### config.mk
export PLATFORM = sky130hd
export DESIGN_NAME = grid_peak_valley_detect
export DESIGN_NICKNAME = d
export VERILOG_FILES = /design/src/hw/rtl/gpvd_pkg.sv /design/src/hw/rtl/gpvd_lines.sv /design/src/hw/rtl/gpvd_skid.sv /design/src/hw/rtl/grid_peak_valley_detect.sv
export VERILOG_INCLUDE_DIRS = /design/src /design/src/hw/rtl
export SDC_FILE = /design/constraint.sdc
export NUM_CORES = 2
export LEC_CHECK = 0
export BUFFER_PORTS_ARGS = -buffer_cell sky130_fd_sc_hd__buf_4
export CORE_MARGIN = 2
export CORE_UTILIZATION = 30
export DETAILED_ROUTE_END_ITERATION = 12
export PLACE_DENSITY = 0.56
export SLEW_MARGIN = 10
export SYNTH_ARGS = -nofsm -noshare
export SYNTH_HDL_FRONTEND = slang
export SYNTH_HIERARCHICAL = 1
export SYNTH_SLANG_ARGS = --single-unit
### constraint.sdc
create_clock -name i_clk -period 8.1 [get_ports i_clk]
set_input_delay 0.81 -clock i_clk [delete_from_list [all_inputs] [get_ports i_clk]]
set_output_delay 0.81 -clock i_clk [all_outputs]
set_load 0.02 [all_outputs]
### src/hw/rtl/grid_peak_valley_detect_assert.svh
// ----------------------------------------------------------------------------
// grid_peak_valley_detect assertion macros
// Shared property wrappers, clocked on i_clk and disabled while i_rst_n is low.
// ----------------------------------------------------------------------------
`ifndef GRID_PEAK_VALLEY_DETECT_ASSERT_SVH
`define GRID_PEAK_VALLEY_DETECT_ASSERT_SVH

// Condition must hold at every edge out of reset.
`define GPVD_ASSERT_ALWAYS(lbl, cond, msg) \
    lbl: assert property (@(posedge i_clk) disable iff (!i_rst_n) (cond)) else $error(msg);

// Consequent must hold in the cycle after the antecedent.
`define GPVD_ASSERT_NEXT(lbl, ante, cons, msg) \
    lbl: assert property (@(posedge i_clk) disable iff (!i_rst_n) (ante) |=> (cons)) \
        else $error(msg);

`endif

### src/hw/rtl/gpvd_pkg.sv
// ----------------------------------------------------------------------------
// gpvd_pkg
// Shared constants, register indexes and helpers of the peak/valley detector.
// ----------------------------------------------------------------------------
package gpvd_pkg;

    localparam int unsigned MAX_DIM_DEF     = 64;
    localparam int unsigned SAMPLE_BITS_DEF = 16;
    localparam int unsigned CFG_DIM_BITS    = 7;
    localparam int unsigned CFG_ADDR_BITS   = 2;
    localparam int unsigned IDX_BITS        = 6;

    localparam logic [CFG_DIM_BITS-1:0] DIM_RESET = 7'd64;

    typedef enum logic [CFG_ADDR_BITS-1:0] {
        CFG_ROWS = 2'd0,
        CFG_COLS = 2'd1,
        CFG_MODE = 2'd2
    } t_cfg_idx;

    // Last valid index for a programmed dimension: 0 acts as 1, clamp to max.
    function automatic int unsigned dim_last(input logic [CFG_DIM_BITS-1:0] v,
                                             input int unsigned max_dim);
        int unsigned val;
        val = int'(v);
        if (val == 0) begin
            return 0;
        end
        if (val > max_dim) begin
            return max_dim - 1;
        end
        return val - 1;
    endfunction

endpackage

### src/hw/rtl/gpvd_lines.sv
// ----------------------------------------------------------------------------
// gpvd_lines
// Two line RAMs (row above, centre row) with registered, write-bypassed reads.
// ----------------------------------------------------------------------------
module gpvd_lines #(
    parameter int unsigned MAX_DIM     = gpvd_pkg::MAX_DIM_DEF,
    parameter int unsigned SAMPLE_BITS = gpvd_pkg::SAMPLE_BITS_DEF,
    localparam int unsigned AW         = $clog2(MAX_DIM)
) (
    input  logic                          i_clk,
    input  logic                          i_we,
    input  logic [AW-1:0]                 i_waddr,
    input  logic signed [SAMPLE_BITS-1:0] i_wcentre,  // new centre-row sample
    input  logic signed [SAMPLE_BITS-1:0] i_wabove,   // old centre moves up
    input  logic [AW-1:0]                 i_raddr,    // column of next beat
    input  logic [AW-1:0]                 i_raddr_rt, // column to its right
    output logic signed [SAMPLE_BITS-1:0] o_centre,
    output logic signed [SAMPLE_BITS-1:0] o_above,
    output logic signed [SAMPLE_BITS-1:0] o_right
);

    logic signed [SAMPLE_BITS-1:0] r_mem_cen [0:MAX_DIM-1];
    logic signed [SAMPLE_BITS-1:0] r_mem_abv [0:MAX_DIM-1];
    logic signed [SAMPLE_BITS-1:0] r_centre;
    logic signed [SAMPLE_BITS-1:0] r_above;
    logic signed [SAMPLE_BITS-1:0] r_right;

    always_ff @(posedge i_clk) begin
        if (i_we) begin
            r_mem_cen[i_waddr] <= i_wcentre;
            r_mem_abv[i_waddr] <= i_wabove;
        end
    end

    // read-during-write returns the new data
    always_ff @(posedge i_clk) begin
        if (i_we && (i_waddr == i_raddr)) begin
            r_centre <= i_wcentre;
            r_above  <= i_wabove;
        end else begin
            r_centre <= r_mem_cen[i_raddr];
            r_above  <= r_mem_abv[i_raddr];
        end
        if (i_we && (i_waddr == i_raddr_rt)) begin
            r_right <= i_wcentre;
        end else begin
            r_right <= r_mem_cen[i_raddr_rt];
        end
    end

    assign o_centre = r_centre;
    assign o_above  = r_above;
    assign o_right  = r_right;

endmodule

### src/hw/rtl/gpvd_skid.sv
// ----------------------------------------------------------------------------
// gpvd_skid
// Result register with one skid entry on the output stream.
// ----------------------------------------------------------------------------
module gpvd_skid #(
    parameter int unsigned W = 32
) (
    input  logic         i_clk,
    input  logic         i_rst_n,
    input  logic         i_push,
    input  logic [W-1:0] i_data,
    output logic         o_ready,
    output logic         o_m_tvalid,
    input  logic         i_m_tready,
    output logic [W-1:0] o_m_tdata
);

    logic         r_out_valid;
    logic         r_skid_valid;
    logic [W-1:0] r_out_data;
    logic [W-1:0] r_skid_data;
    logic         pop;

    assign pop = r_out_valid && i_m_tready;

    always_ff @(posedge i_clk) begin
        if (!i_rst_n) begin
            r_out_valid  <= 1'b0;
            r_skid_valid <= 1'b0;
        end else if (r_skid_valid) begin
            if (pop) begin
                r_skid_valid <= 1'b0;
            end
        end else if (i_push) begin
            if (!r_out_valid || pop) begin
                r_out_valid <= 1'b1;
            end else begin
                r_skid_valid <= 1'b1;
            end
        end else if (pop) begin
            r_out_valid <= 1'b0;
        end
    end

    always_ff @(posedge i_clk) begin
        if (r_skid_valid) begin
            if (pop) begin
                r_out_data <= r_skid_data;
            end
        end else if (i_push) begin
            if (!r_out_valid || pop) begin
                r_out_data <= i_data;
            end else begin
                r_skid_data <= i_data;
            end
        end
    end

    assign o_ready    = !r_skid_valid;
    assign o_m_tvalid = r_out_valid;
    assign o_m_tdata  = r_out_data;

endmodule

### src/hw/rtl/grid_peak_valley_detect.sv
// ----------------------------------------------------------------------------
// grid_peak_valley_detect
// Four-neighbour strict peak / valley detector over a raster sample stream.
// ----------------------------------------------------------------------------
// Usage:
//  - Input stream (i_s_*): one signed elevation sample per beat, raster order,
//    rows_in_use x cols_in_use samples per frame; frames follow back to back.
//  - Output stream (o_m_*): one beat per interior cell that is strictly above
//    (peak mode) or strictly below (valley mode) its four neighbours, carrying
//    row, column and value. Border cells are never reported.
//  - Config port: write-only, reg 0 rows, reg 1 cols, reg 2 mode. Writing rows
//    or cols restarts the frame at row 0, column 0. Write only when idle.
//  - Throughput: one sample per clock while ready. The centre line RAM is read at
//    two columns each cycle (cell and its right neighbour), so no beat has to wait.
//  - Output: a hit is tested as the sample below the cell is accepted and is
//    registered before it is presented on o_m_tvalid.
//  - Stall: one result register plus one skid entry; o_s_tready drops only
//    while both hold a result the receiver has not taken.
//  - Reset (synchronous, active low): counters to zero, dimensions 64, peak
//    mode, output empty. Line RAMs are not cleared; no pass is needed.
// ----------------------------------------------------------------------------
`include "grid_peak_valley_detect_assert.svh"

module grid_peak_valley_detect #(
    parameter int unsigned MAX_DIM     = gpvd_pkg::MAX_DIM_DEF,
    parameter int unsigned SAMPLE_BITS = gpvd_pkg::SAMPLE_BITS_DEF,
    localparam int unsigned IN_W  = ((SAMPLE_BITS + 7) / 8) * 8,
    localparam int unsigned OUT_W = ((2 * gpvd_pkg::IDX_BITS + SAMPLE_BITS + 7) / 8) * 8
) (
    input  logic                                i_clk,
    input  logic                                i_rst_n,
    // configuration
    input  logic                                i_cfg_wr_en,
    input  logic [gpvd_pkg::CFG_ADDR_BITS-1:0]  i_cfg_addr,
    input  logic [gpvd_pkg::CFG_DIM_BITS-1:0]   i_cfg_wdata,
    // sample stream
    input  logic                                i_s_tvalid,
    output logic                                o_s_tready,
    input  logic [IN_W-1:0]                     i_s_tdata,   // [elevation]
    // hit stream
    output logic                                o_m_tvalid,
    input  logic                                i_m_tready,
    output logic [OUT_W-1:0]                    o_m_tdata    // [hit_row, hit_col, hit_value]
);

    localparam int unsigned AW = $clog2(MAX_DIM);
    localparam int unsigned IB = gpvd_pkg::IDX_BITS;

    // ---------------- configuration ----------------
    logic [AW-1:0] r_rows_m1;   // last row index of the frame
    logic [AW-1:0] r_cols_m1;   // last column index of the frame
    logic          r_find_valleys;
    logic          dim_wr;

    assign dim_wr = i_cfg_wr_en &&
                    ((gpvd_pkg::t_cfg_idx'(i_cfg_addr) == gpvd_pkg::CFG_ROWS) ||
                     (gpvd_pkg::t_cfg_idx'(i_cfg_addr) == gpvd_pkg::CFG_COLS));

    always_ff @(posedge i_clk) begin
        if (!i_rst_n) begin
            r_rows_m1      <= AW'(gpvd_pkg::dim_last(gpvd_pkg::DIM_RESET, MAX_DIM));
            r_cols_m1      <= AW'(gpvd_pkg::dim_last(gpvd_pkg::DIM_RESET, MAX_DIM));
            r_find_valleys <= 1'b0;
        end else if (i_cfg_wr_en) begin
            case (gpvd_pkg::t_cfg_idx'(i_cfg_addr))
                gpvd_pkg::CFG_ROWS: begin
                    r_rows_m1 <= AW'(gpvd_pkg::dim_last(i_cfg_wdata, MAX_DIM));
                end
                gpvd_pkg::CFG_COLS: begin
                    r_cols_m1 <= AW'(gpvd_pkg::dim_last(i_cfg_wdata, MAX_DIM));
                end
                gpvd_pkg::CFG_MODE: begin
                    r_find_valleys <= i_cfg_wdata[0];
                end
                default: begin
                    // unknown index: ignored
                end
            endcase
        end
    end

    // ---------------- raster position ----------------
    logic [AW-1:0] r_row;
    logic [AW-1:0] r_col;
    logic [AW-1:0] n_row;
    logic [AW-1:0] n_col;
    logic [AW-1:0] col_rt;
    logic          accept;
    logic          last_col;

    assign accept   = i_s_tvalid && o_s_tready;
    assign last_col = (r_col == r_cols_m1);

    always_comb begin
        n_row = r_row;
        n_col = r_col;
        if (dim_wr) begin
            n_row = '0;
            n_col = '0;
        end else if (accept) begin
            if (last_col) begin
                n_col = '0;
                n_row = (r_row == r_rows_m1) ? '0 : r_row + 1'b1;
            end else begin
                n_col = r_col + 1'b1;
            end
        end
    end

    // right-hand column of the next beat; only used when it lies inside the row
    assign col_rt = (n_col == AW'(MAX_DIM - 1)) ? '0 : n_col + 1'b1;

    always_ff @(posedge i_clk) begin
        if (!i_rst_n) begin
            r_row <= '0;
            r_col <= '0;
        end else begin
            r_row <= n_row;
            r_col <= n_col;
        end
    end

    // ---------------- line buffers and window ----------------
    logic signed [SAMPLE_BITS-1:0] elevation;
    logic signed [SAMPLE_BITS-1:0] centre;
    logic signed [SAMPLE_BITS-1:0] above;
    logic signed [SAMPLE_BITS-1:0] right;
    logic signed [SAMPLE_BITS-1:0] r_left;   // old centre-row value at col-1

    assign elevation = i_s_tdata[SAMPLE_BITS-1:0];

    gpvd_lines #(
        .MAX_DIM     (MAX_DIM),
        .SAMPLE_BITS (SAMPLE_BITS)
    ) u_lines (
        .i_clk      (i_clk),
        .i_we       (accept),
        .i_waddr    (r_col),
        .i_wcentre  (elevation),
        .i_wabove   (centre),
        .i_raddr    (n_col),
        .i_raddr_rt (col_rt),
        .o_centre   (centre),
        .o_above    (above),
        .o_right    (right)
    );

    always_ff @(posedge i_clk) begin
        if (!i_rst_n) begin
            r_left <= '0;
        end else if (accept) begin
            r_left <= centre;
        end
    end

    // ---------------- extremum test ----------------
    logic          interior;
    logic          is_peak;
    logic          is_valley;
    logic          hit;
    logic [AW-1:0] row_m1;
    logic [OUT_W-1:0] hit_data;

    // cell sits one row up; right neighbour exists only below the last column
    assign interior  = (r_row >= AW'(2)) && (r_col != '0) && (r_col < r_cols_m1);
    assign is_peak   = (centre > above) && (centre > elevation) &&
                       (centre > r_left) && (centre > right);
    assign is_valley = (centre < above) && (centre < elevation) &&
                       (centre < r_left) && (centre < right);
    assign hit       = accept && interior && (r_find_valleys ? is_valley : is_peak);

    assign row_m1   = r_row - 1'b1;
    assign hit_data = OUT_W'({centre, IB'(r_col), IB'(row_m1)});

    gpvd_skid #(
        .W (OUT_W)
    ) u_skid (
        .i_clk      (i_clk),
        .i_rst_n    (i_rst_n),
        .i_push     (hit),
        .i_data     (hit_data),
        .o_ready    (o_s_tready),
        .o_m_tvalid (o_m_tvalid),
        .i_m_tready (i_m_tready),
        .o_m_tdata  (o_m_tdata)
    );

    // ---------------- assertions ----------------
    `GPVD_ASSERT_ALWAYS(a_col_in_frame, r_col <= r_cols_m1, "column counter past frame width")

    `GPVD_ASSERT_ALWAYS(a_row_in_frame, r_row <= r_rows_m1, "row counter past frame height")

    `GPVD_ASSERT_NEXT(a_row_advance,
        accept && last_col && (r_row != r_rows_m1) && !i_cfg_wr_en,
        (r_col == '0) && (r_row == $past(r_row) + 1'b1),
        "raster position did not advance to next row")

    `GPVD_ASSERT_ALWAYS(a_stall_has_result, o_s_tready || o_m_tvalid,
        "input stalled with no result pending")

endmodule

==> results.sh <==
export IMPL_hpwlAfterDp_um=188000
export IMPL_rows=204
export IMPL_die_area_um2=315000
export IMPL_io_buffers=63
export IMPL_netlist_area_leader_share_pct=68.0
export IMPL_ys_ff_latch=2167
export IMPL_reg2reg_depth=18
export IMPL_path_cells="buf_12 > buf_12 > mux4_2 > a22o_1 > a221oi_1 > a221oi_4 > buf_4 > ha_1 > nor2b_1 > o211ai_1 > a21boi_1 > nor4_2 > mux2i_1 > and3_1 > a32o_1 > mux2i_1 > a21oi_4 > buf_12"
export IMPL_maxSlewHeadroom_pct=9.71
export IMPL_power_density_nw_per_um2=231
export IMPL_ant_nets=0
export IMPL_fillers=28600
export IMPL_outcome="finished clean"
export IMPL_pwr_share_seq_pct=50.6
export IMPL_clock_path_buffers=4
export IMPL_cp_top_family="compound AO/OA/AOI/OAI gates"
export IMPL_wl_um=313000
export IMPL_grt_pass1_vias=51300
export IMPL_end_kind="flip-flop"
export IMPL_insertion_delay_ns=0.94
export IMPL_h_tree_depth=4
export IMPL_grt_use_total_pct=19.4
export IMPL_fin_hold_ws_ns=0.144
export IMPL_synth_top_flop_cell="edfxtp_1"
export IMPL_path_buf_inv=4
export IMPL_drc_errors=0
export IMPL_holdCritStartpoint="i_m_tready"
export IMPL_final_cell_mix="edfxtp_1 (2112), mux4_2 (731), buf_4 (280)"
export IMPL_synth_area_mux_share_pct=21.1
export IMPL_r2r_slack_ns=1.20
export IMPL_cts_buffers=228
export IMPL_clockRootBuffer="clkbuf_16"
export IMPL_cts_tree="done"
export IMPL_min_path_cells=2
export IMPL_start_util_pct=30.2
export IMPL_pwr_share_comb_pct=8.6
export IMPL_via_count=52600
export IMPL_min_path_type="primary input to flip-flop"
export IMPL_ir_worst_vdd_mv=0.202
export IMPL_hold_path_end="u_skid/r_skid_valid"
export IMPL_synth_compound_area_share_pct=4.25
export IMPL_critPathMostFrequentCell="buf_12"
export IMPL_final_common_cell="edfxtp_1"
export IMPL_yosys_warnings=6
export IMPL_slowest_stage="a221oi_1"
export IMPL_top_level_ports=64
export IMPL_slowest_delay_ns=0.93
export IMPL_p_clk_share_pct=40.8
export IMPL_synth_top_family_by_area="multiplexers"
export IMPL_setup_violations=0
export IMPL_syn_to_final_growth_pct=15.1
export IMPL_overflow=0
export IMPL_clkTransAtPathRegs_ns=0.06
export IMPL_synthCells=4625
export IMPL_crit_arrival_ns=7.48
export IMPL_place_congestion=0.902
export IMPL_synth_area_top_cells="edfxtp_1 (68%), mux4_2 (18%), mux2i_1 (2.0%), dfxtp_1 (1.2%), ha_1 (1.0%)"
export IMPL_drv_cap=0
export IMPL_ys_seq_area_share_pct=69.2
export IMPL_power_share_switching_pct=23.3
export IMPL_synth_simple_area_share_pct=2.12
export IMPL_layout_cells_non_filler=9158
export IMPL_drv_slew=0
export IMPL_synth_avg_cell_area_um2=20.2
export IMPL_drt_iter0_drc=7600
export IMPL_layout_min_cycle_time_ns=6.90
export IMPL_cts_hold_buf=0
export IMPL_min_period_over_period_pct=85.2
export IMPL_nets=4967
export IMPL_yosys_area_share_adder_pct=1.06
export IMPL_timing_fmax_mhz=145
export IMPL_dp_cells=8749
export IMPL_switching_power_mw=5.77
export IMPL_synth_xor_area_share_pct=0.225
export IMPL_cts_resized=0
export IMPL_drt_vias_per_instance=5.74
export IMPL_skew_ns=0.119
export IMPL_post_cts_repair_setup_buffers=0
export IMPL_wl_per_cell_um=34.2
export IMPL_synth_edf_count=2112
export IMPL_hold_viol=0
export IMPL_ys_async_sr_fraction_pct=0
export IMPL_die_width_um=561
export IMPL_synth_largest_area_cell="edfxtp_1"
export IMPL_yosysUniqueCellTypes=84
export IMPL_antenna_found_initial=16
export IMPL_path_class="flip-flop to flip-flop"
export IMPL_worstSetupStartpointType="flip-flop"
export IMPL_crit_path_max_fanout=50
export IMPL_worst_pin_slew_ns=1.35
export IMPL_layout_drive_gt1_share_pct=31.7
export IMPL_clkSinkCount=2167
export IMPL_dieHeight_um=561
export IMPL_r2r_end="u_skid/o_m_tdata[4]"
export IMPL_core_area_um2=309000
export IMPL_synth_area_um2=93200
export IMPL_rsz0062_at_grt="false"
export IMPL_required_ns=8.68
export IMPL_p_int_mw=19.0
export IMPL_grt_first_pass_wirelength_um=429000
export IMPL_grt_max_degree=93
export IMPL_dr_pass1_iters=6
export IMPL_tns_ns=0
export IMPL_p_leak_nw=32.8
cell usage after synthesis, types with 28 or more instances:
library cell,number
buf_2,91
a21oi_1,98
a22o_1,44
nand2_1,112
mux2_2,85
inv_1,84
nor2_1,106
a221oi_1,108
o221ai_1,30
dfxtp_1,55
a22oi_1,71
ha_1,78
a211oi_1,50
edfxtp_1,2112
clkbuf_1,144
o22ai_1,35
buf_4,28
mux4_2,731
mux2i_1,184
per-stage QoR:
| step | instance area, um^2 | total power [mW] | utilization, % | setup slack [ns] |
|---|---|---|---|---|
| after global routing | 107000 | 25.5 | 34.7 | 0.906 |
| final | 107000 | 24.8 | 34.7 | 1.20 |
| after CTS | 107000 | 24.9 | 34.7 | 1.27 |
| after floorplan | 93300 | 14.1 | - | 0.734 |
| after detailed placement | 100000 | 14.9 | 32.4 | 1.27 |
| after global placement | 100000 | 14.9 | 32.4 | 1.22 |
power groups by stage:
stage | combinational (mW) | clock, mW | sequential, mW
2_1_floorplan | 1.35 | 0 | 12.7
3_3_place_gp | 2.12 | 0 | 12.8
3_5_place_dp | 2.14 | 0 | 12.8
4_1_cts | 2.14 | 10.3 | 12.5
5_1_grt | 2.26 | 10.7 | 12.5
6_report | 2.14 | 10.1 | 12.5
state kept, by name (all words and copies together), names as in the netlist, named ones only:
register             flops
u_skid/r_skid_data      32
u_lines/r_mem_cen     1024
u_lines/r_mem_abv     1024
r_col                    6
r_rows_m1                6
u_skid/r_skid_valid      1
r_find_valleys           1
u_skid/o_m_tvalid        1
r_left                  16
r_cols_m1                6
u_skid/o_m_tdata        32
r_row                    6
layer usage:
layer / track usage, % / part of all wire (%) / up-vias
met2: 30.2 / 46 / 3240
met4: 6.39 / 3.6 / 8
met3: 3.85 / 10 / 508
met1: 27.2 / 40 / 28600
met5: 0 / 0.015 / -
li1: - / - / 20200
worst max-delay path by stage:
| stage | slack (ns) | start | cells past startpoint | endpoint |
|---|---|---|---|---|
| after floorplan | 0.73 | flip-flop | 17 | u_skid/o_m_tdata[0] |
| after global placement | 1.22 | flip-flop | 18 | u_skid/o_m_tdata[31] |
| after detailed placement | 1.27 | flip-flop | 17 | u_skid/o_m_tdata[31] |
| after CTS | 1.27 | flip-flop | 17 | u_skid/o_m_tdata[1] |
| after global routing | 0.91 | flip-flop | 18 | u_skid/o_m_tdata[0] |
| final | 1.20 | flip-flop | 18 | u_skid/o_m_tdata[4] |
worst register-to-register path, delay by kind of cell (launching register included):
| family | cells | cell delay (ns) |
|---|---|---|
| AOI/OAI and AO/OA | 7 | 2.35 |
| adders and majority gates | 1 | 0.35 |
| and+or+nand+nor | 3 | 0.63 |
| DFF | 1 | 0.55 |
| buffers and inverters | 4 | 1.33 |
| muxes | 3 | 1.39 |
final cells by class:
class	instances	area (um^2)	share of cell area [%]
clock buffer	279	5950	5.54
clock inverter	125	1120	1.05
tap	4120	5150	4.80
inverter	86	323	0.301
multi-input combinational	2071	27600	25.7
timing repair buffer	305	2600	2.42
sequential	2167	64600	60.1
antenna	5	12.5	0.0117
logic make-up (layout without fill, tap and decap cells):
group | count (synthesis) | after routing
other | 1 | 13
XOR/XNOR | 24 | 24
AND/OR/NAND/NOR | 395 | 395
flip-flops | 2167 | 2167
multiplexers | 1028 | 1028
AO/OA/AOI/OAI | 537 | 537
adder cells (fa/ha/maj) | 79 | 79
buffers and inverters | 394 | 795
(Power assumes the default switching activity.)
